===== config.mk =====
export PLATFORM = sky130hd
export DESIGN_NAME = psr_ctrl
export DESIGN_NICKNAME = d
export VERILOG_FILES = /design/src/hdl/psr_pkg.sv /design/src/hdl/psr_ctrl.sv
export SDC_FILE = /design/constraint.sdc
export NUM_CORES = 1
export LEC_CHECK = 0
export BUFFER_PORTS_ARGS = -buffer_cell sky130_fd_sc_hd__buf_4
export CAP_MARGIN = 10
export CORE_MARGIN = 5
export CORE_UTILIZATION = 49
export DETAILED_ROUTE_END_ITERATION = 7
export HOLD_SLACK_MARGIN = 0.12
export PLACE_DENSITY_LB_ADDON = 0.25
export REMOVE_ABC_BUFFERS = 1
export SLEW_MARGIN = 15
export SYNTH_ARGS = -nofsm -noshare
export SYNTH_HDL_FRONTEND = slang
export SYNTH_SLANG_ARGS = --single-unit

===== constraint.sdc =====
create_clock -name i_clk -period 4.3 [get_ports i_clk]
set_input_delay 0 -clock i_clk [delete_from_list [all_inputs] [get_ports i_clk]]
set_output_delay 0 -clock i_clk [all_outputs]
set_load 0.005 [all_outputs]

===== src/hdl/psr_pkg.sv =====
// Shared types, codes and defaults for the per-producer sequence reorder block.
package psr_pkg;

    // Default sizes, handed to the top level parameters.
    localparam int DEF_PRODUCERS = 16;
    localparam int DEF_CAPACITY  = 16;

    // Fixed field widths.
    localparam int SEQ_W  = 64;
    localparam int PAY_W  = 16;
    localparam int PROD_W = 4;

    // Number of distinct producer codes on the input field.
    localparam int PROD_CODES = 1 << PROD_W;

    // Input item modes.
    localparam logic MODE_INSERT = 1'b0;
    localparam logic MODE_PURGE  = 1'b1;

    // Result kinds.
    typedef enum logic [2:0] {
        KIND_RELEASED = 3'd0,
        KIND_HELD     = 3'd1,
        KIND_DUP      = 3'd2,
        KIND_OVERFLOW = 3'd3,
        KIND_EMPTY    = 3'd4
    } t_kind;

    // One input beat.
    typedef struct packed {
        logic              mode;
        logic [PROD_W-1:0] producer;
        logic [SEQ_W-1:0]  seq_no;
        logic [SEQ_W-1:0]  first_seq_no;
        logic [PAY_W-1:0]  payload;
    } t_in_item;

    // One result beat.
    typedef struct packed {
        t_kind             kind;
        logic [PROD_W-1:0] out_producer;
        logic [SEQ_W-1:0]  out_seq_no;
        logic [PAY_W-1:0]  out_payload;
        logic              last;
    } t_out_item;

    // Slot address selection for the held-entry store read port.
    typedef enum logic [1:0] {
        RA_IDX,
        RA_IDX_M1,
        RA_REL,
        RA_IDX_REL
    } t_raddr_sel;

    // Source of the sequence number and handle of a result.
    typedef enum logic [1:0] {
        OS_INPUT,
        OS_ZERO,
        OS_READ,
        OS_PEND
    } t_out_src;

    // Commands from the controller to the datapath.
    typedef struct packed {
        logic       latch_in;
        logic       latch_meta;
        logic       idx_from_cnt;
        logic       idx_clr;
        logic       idx_inc;
        logic       idx_dec;
        logic       cnt_inc;
        logic       rel_take;
        logic       wr_new;
        logic       wr_rd;
        logic       meta_wr;
        t_raddr_sel raddr_sel;
        logic       out_load;
        t_out_src   out_src;
        t_kind      out_kind;
        logic       out_last;
    } t_psr_cmd;

    // Status from the datapath to the controller.
    typedef struct packed {
        logic is_purge;
        logic dup;
        logic full;
        logic cnt_zero;
        logic idx_zero;
        logic idx_last;
        logic rd_le;
        logic rd_match;
        logic rel_done;
        logic rel_zero;
        logic cp_done;
        logic pend_vld;
        logic out_free;
    } t_psr_status;

endpackage


===== src/hdl/psr_ctrl.sv =====
// Controller state machine that sequences insert, release, compaction and purge.
module psr_ctrl
    import psr_pkg::*;
(
    input  logic        i_clk,
    input  logic        i_rst_n,
    input  logic        i_in_valid,
    input  t_psr_status i_status,
    output t_psr_cmd    o_cmd,
    output logic        o_in_stall
);

    typedef enum logic [3:0] {
        S_IDLE,
        S_META,
        S_DEC,
        S_PG_RD,
        S_PG_EM,
        S_SHIFT,
        S_SH_CMP,
        S_RL_RD,
        S_RL_CMP,
        S_RL_END,
        S_CP_RD,
        S_CP_WR,
        S_FIN
    } t_state;

    t_state   r_state;
    t_state   n_state;
    t_psr_cmd w_cmd;

    // Next state and command decode.
    always_comb begin
        n_state = r_state;
        w_cmd   = '0;
        unique case (r_state)
            S_IDLE: begin
                if (i_in_valid) begin
                    w_cmd.latch_in = 1'b1;
                    n_state        = S_META;
                end
            end
            S_META: begin
                w_cmd.latch_meta = 1'b1;
                n_state          = S_DEC;
            end
            S_DEC: begin
                if (i_status.is_purge) begin
                    if (i_status.cnt_zero) begin
                        if (i_status.out_free) begin
                            w_cmd.out_load = 1'b1;
                            w_cmd.out_src  = OS_ZERO;
                            w_cmd.out_kind = KIND_EMPTY;
                            w_cmd.out_last = 1'b1;
                            n_state        = S_FIN;
                        end
                    end else begin
                        w_cmd.idx_clr = 1'b1;
                        n_state       = S_PG_RD;
                    end
                end else if (i_status.dup || i_status.full) begin
                    if (i_status.out_free) begin
                        w_cmd.out_load = 1'b1;
                        w_cmd.out_src  = OS_INPUT;
                        w_cmd.out_kind = i_status.dup ? KIND_DUP : KIND_OVERFLOW;
                        w_cmd.out_last = 1'b1;
                        n_state        = S_IDLE;
                    end
                end else begin
                    w_cmd.idx_from_cnt = 1'b1;
                    w_cmd.cnt_inc      = 1'b1;
                    n_state            = S_SHIFT;
                end
            end
            S_PG_RD: begin
                w_cmd.raddr_sel = RA_IDX;
                n_state         = S_PG_EM;
            end
            S_PG_EM: begin
                w_cmd.raddr_sel = RA_IDX;
                if (i_status.out_free) begin
                    w_cmd.out_load = 1'b1;
                    w_cmd.out_src  = OS_READ;
                    w_cmd.out_kind = KIND_RELEASED;
                    w_cmd.out_last = i_status.idx_last;
                    if (i_status.idx_last) begin
                        n_state = S_FIN;
                    end else begin
                        w_cmd.idx_inc = 1'b1;
                        n_state       = S_PG_RD;
                    end
                end
            end
            S_SHIFT: begin
                w_cmd.raddr_sel = RA_IDX_M1;
                if (i_status.idx_zero) begin
                    w_cmd.wr_new = 1'b1;
                    n_state      = S_RL_RD;
                end else begin
                    n_state = S_SH_CMP;
                end
            end
            S_SH_CMP: begin
                w_cmd.raddr_sel = RA_IDX_M1;
                if (i_status.rd_le) begin
                    w_cmd.wr_new = 1'b1;
                    n_state      = S_RL_RD;
                end else begin
                    w_cmd.wr_rd   = 1'b1;
                    w_cmd.idx_dec = 1'b1;
                    n_state       = S_SHIFT;
                end
            end
            S_RL_RD: begin
                w_cmd.raddr_sel = RA_REL;
                n_state         = i_status.rel_done ? S_RL_END : S_RL_CMP;
            end
            S_RL_CMP: begin
                w_cmd.raddr_sel = RA_REL;
                if (!i_status.rd_match) begin
                    n_state = S_RL_END;
                end else if (!i_status.pend_vld || i_status.out_free) begin
                    // The previous release is known not to be the last one.
                    w_cmd.out_load = i_status.pend_vld;
                    w_cmd.out_src  = OS_PEND;
                    w_cmd.out_kind = KIND_RELEASED;
                    w_cmd.rel_take = 1'b1;
                    n_state        = S_RL_RD;
                end
            end
            S_RL_END: begin
                if (i_status.out_free) begin
                    w_cmd.out_load = 1'b1;
                    w_cmd.out_src  = i_status.pend_vld ? OS_PEND : OS_INPUT;
                    w_cmd.out_kind = i_status.pend_vld ? KIND_RELEASED : KIND_HELD;
                    w_cmd.out_last = 1'b1;
                    if (i_status.rel_zero) begin
                        n_state = S_FIN;
                    end else begin
                        w_cmd.idx_clr = 1'b1;
                        n_state       = S_CP_RD;
                    end
                end
            end
            S_CP_RD: begin
                w_cmd.raddr_sel = RA_IDX_REL;
                n_state         = i_status.cp_done ? S_FIN : S_CP_WR;
            end
            S_CP_WR: begin
                w_cmd.raddr_sel = RA_IDX_REL;
                w_cmd.wr_rd     = 1'b1;
                w_cmd.idx_inc   = 1'b1;
                n_state         = S_CP_RD;
            end
            S_FIN: begin
                w_cmd.meta_wr = 1'b1;
                n_state       = S_IDLE;
            end
            default: begin
                n_state = S_IDLE;
            end
        endcase
    end

    // State register.
    always_ff @(posedge i_clk) begin
        if (!i_rst_n) begin
            r_state <= S_IDLE;
        end else begin
            r_state <= n_state;
        end
    end

    assign o_cmd      = w_cmd;
    assign o_in_stall = (r_state != S_IDLE);

endmodule


==> metrics.txt <==
final hold vios=0; area leader, netlist=dfxtp_1; Area Growth Syn to Fin=34.8%; gr ovfl total=0; clock skew=a little over 5 ps; Worst Hold Class=in -> reg; fin util=70.0%; Min Clock Period, post-route=2180 ps; R2R setup slack=~2100 ps; WL/cell=15.3 µm; synth warn=0; CP max FO=20; largest registers=r_state x4; met3 WL=roughly 260 µm; setup ws final=approximately 2100 ps; DRT Wirelength=~2500 µm; part of the power in registers=approximately 23%; worst hold stages=4; register bit total from synthesis=4; CTS tree=built; Post-synth EDFFs=0; worst setup path class=reg -> reg; clock-pin slew on the worst setup and hold paths=40 ps; post-route cell area=about 0.0011 mm²; synth unique cells=between 40 and 50; # setup viols final=0; combinational share of power=approximately 69%; wire length on met2=approximately 1200 µm; initial core utilization=between 50% and 60%; FF-to-FF path depth=5; Final Instance Count excl. Fillers=165; Inst Count DP=between 150 and 200; most frequent cells after synthesis=nor2_1, a21oi_1, nand2_1; vias in the first global route=897; GRT Resource Usage Total=19.2%; Net Sw Power=306 µW; worst-margin pin slew=689 ps; Pleak=between 0.4 and 0.5 nW; DR vias=1042; Power Internal=between 200 and 300 µW; sw frac=51.4%; Max VDD drop=0.427 mV; H-tree depth=1; First DRT Iteration DRCs=31; largest net degree at the start of global routing=25; Clock Tree Root=clkbuf_4; Setup crit end kind=flop; die width=~50 µm; most common cell in the netlist=nor2_1; cell area after placement=roughly 0.0010 mm²; Synth Flop Type=dfxtp_1; top cells by area, synth=dfxtp_1, a21oi_1, nor2_1, nand3b_1, nand2_1; Post-Syn Instances=approximately 120; f_max=between 0.4 and 0.5 GHz; DP Worst Slack=between 2000 and 2500 ps; final net count=about 170; top cell type's share of synthesized area=between 10% and 20%; crit-path cells=or4b_4 > nor4_2 > nor4_1 > nand4_1 > o2111a_1; top layer in use=met3; Avg Synthesized Cell Area=roughly 6.7 µm²; Max clock buf depth=2; CTS Sinks=4; wl on met1=around 1100 µm; data arrival time of the critical path=around 2400 ps; asr flop ratio synth=0%; CP peak stage delay=approximately 700 ps; Post-CTS Setup Bufs=0; share of layout cells above drive strength 1=approximately 31%; # Max-Cap Violations=0; register area share after synthesis=about a tenth; Placeable Area=0.00152 mm²; Hold Slack=about 210 ps; IO Count=37; post-DP HPWL=approximately 1900 µm; Crit path required time=4470 ps; TNS Setup=0 ps; final slew viol count=0; Largest register FFs=4; TritonRoute pass-1 iters=4; Power Density=between 500 and 600 mW/mm²; post-synthesis cell area=just under 800 µm²; Remaining DRCs=0; Detail Route Antenna Nets=0; register bank with the most flops=r_state; Die Area=0.00252 mm²; vias per cell=about 6.3; cts bufs inserted=3; antenna cells=0; final worst-path cycle share=about half; initial antenna violation count=0; Tot Pwr=approximately 600 µW; critical path's slowest cell=dfxtp_1; first-pass GRT wire length=~4000 µm; Clock Power Share=roughly 7.7%; CP Launch Type=flop; RSZ-0062 raised after global routing=false; Core Rows=14; I/O Buffers=36; outcome=completed; gpl congestion=around 0.91; die height=roughly 50 µm; Slew headroom=between 50% and 60%; worst skew pair latency=roughly 230 ps
[logic make-up after synthesis]
group / after synthesis / synth area share, %
and+or+nand+nor: 58 / 44.3
buffers and inverters: 16 / 9.34
DFF: 4 / 10.1
AOI/OAI and AO/OA: 40 / 36.2
[worst paths after layout]
kind | startpoint | end
setup / recovery | r_state[1] | r_state[2]
hold / removal | i_status[10] | r_state[0]
setup reg to reg | r_state[1] | r_state[2]
hold reg to reg | r_state[0] | r_state[0]
[layout make-up]
cell class | instances | area (µm²)
Tap cell | 16 | 20.0
Sequential cell | 4 | 80.1
Inverter | 7 | 26.3
Clock buffer | 3 | 22.5
Multi-Input combinational cell | 98 | 637
Timing Repair Buffer | 37 | 280
Fill cell | 153 | 458
[placed cells by master (no fill, tap or decap), types with 2 or more instances in the layout]
master     n
and2_1     2
a21boi_0   3
nand3b_1   5
nand3_1    3
dfxtp_1    4
nand2b_1   4
nor2_1    11
nand4_1    3
nand2_1    8
and3_1     2
clkbuf_4   3
nor4_1     3
o211ai_1   2
nor3_1     5
nor4b_1    2
o31ai_1    3
buf_4     36
o21ai_0    4
inv_1      7
a21o_1     3
nor2b_1    3
a21oi_1   10
[critical path, delay by kind of cell (launching register included)]
| kind | cells | cell delay, ps |
|---|---|---|
| AO/OA/AOI/OAI | 1 | 180 |
| AND/OR/NAND/NOR | 4 | 1250 |
| flip-flops | 1 | 700 |
[power by group through the flow]
stage | combinational, mW | clock (mW) | sequential, mW
detailed placement | 0.405 | 0 | 0.134
global route | 0.449 | 0.0544 | 0.144
finish | 0.411 | 0.0457 | 0.137
global placement | 0.398 | 0 | 0.132
floorplan | 0.273 | 0 | 0.111
CTS | 0.408 | 0.0482 | 0.133
[metal layers]
layer,track usage [%],vias up
li1,-,513
met1,27.0,468
met2,29.1,61
met3,4.14,0
met4,6.11,0
met5,0,-
[what timing repair did]
action / in CTS / in global routing
hold endpoints to repair: 4 / 0
resized for setup: 0 / 0
hold buffers: 1 / 0
No activity file was read; power rests on OpenSTA's default activity.
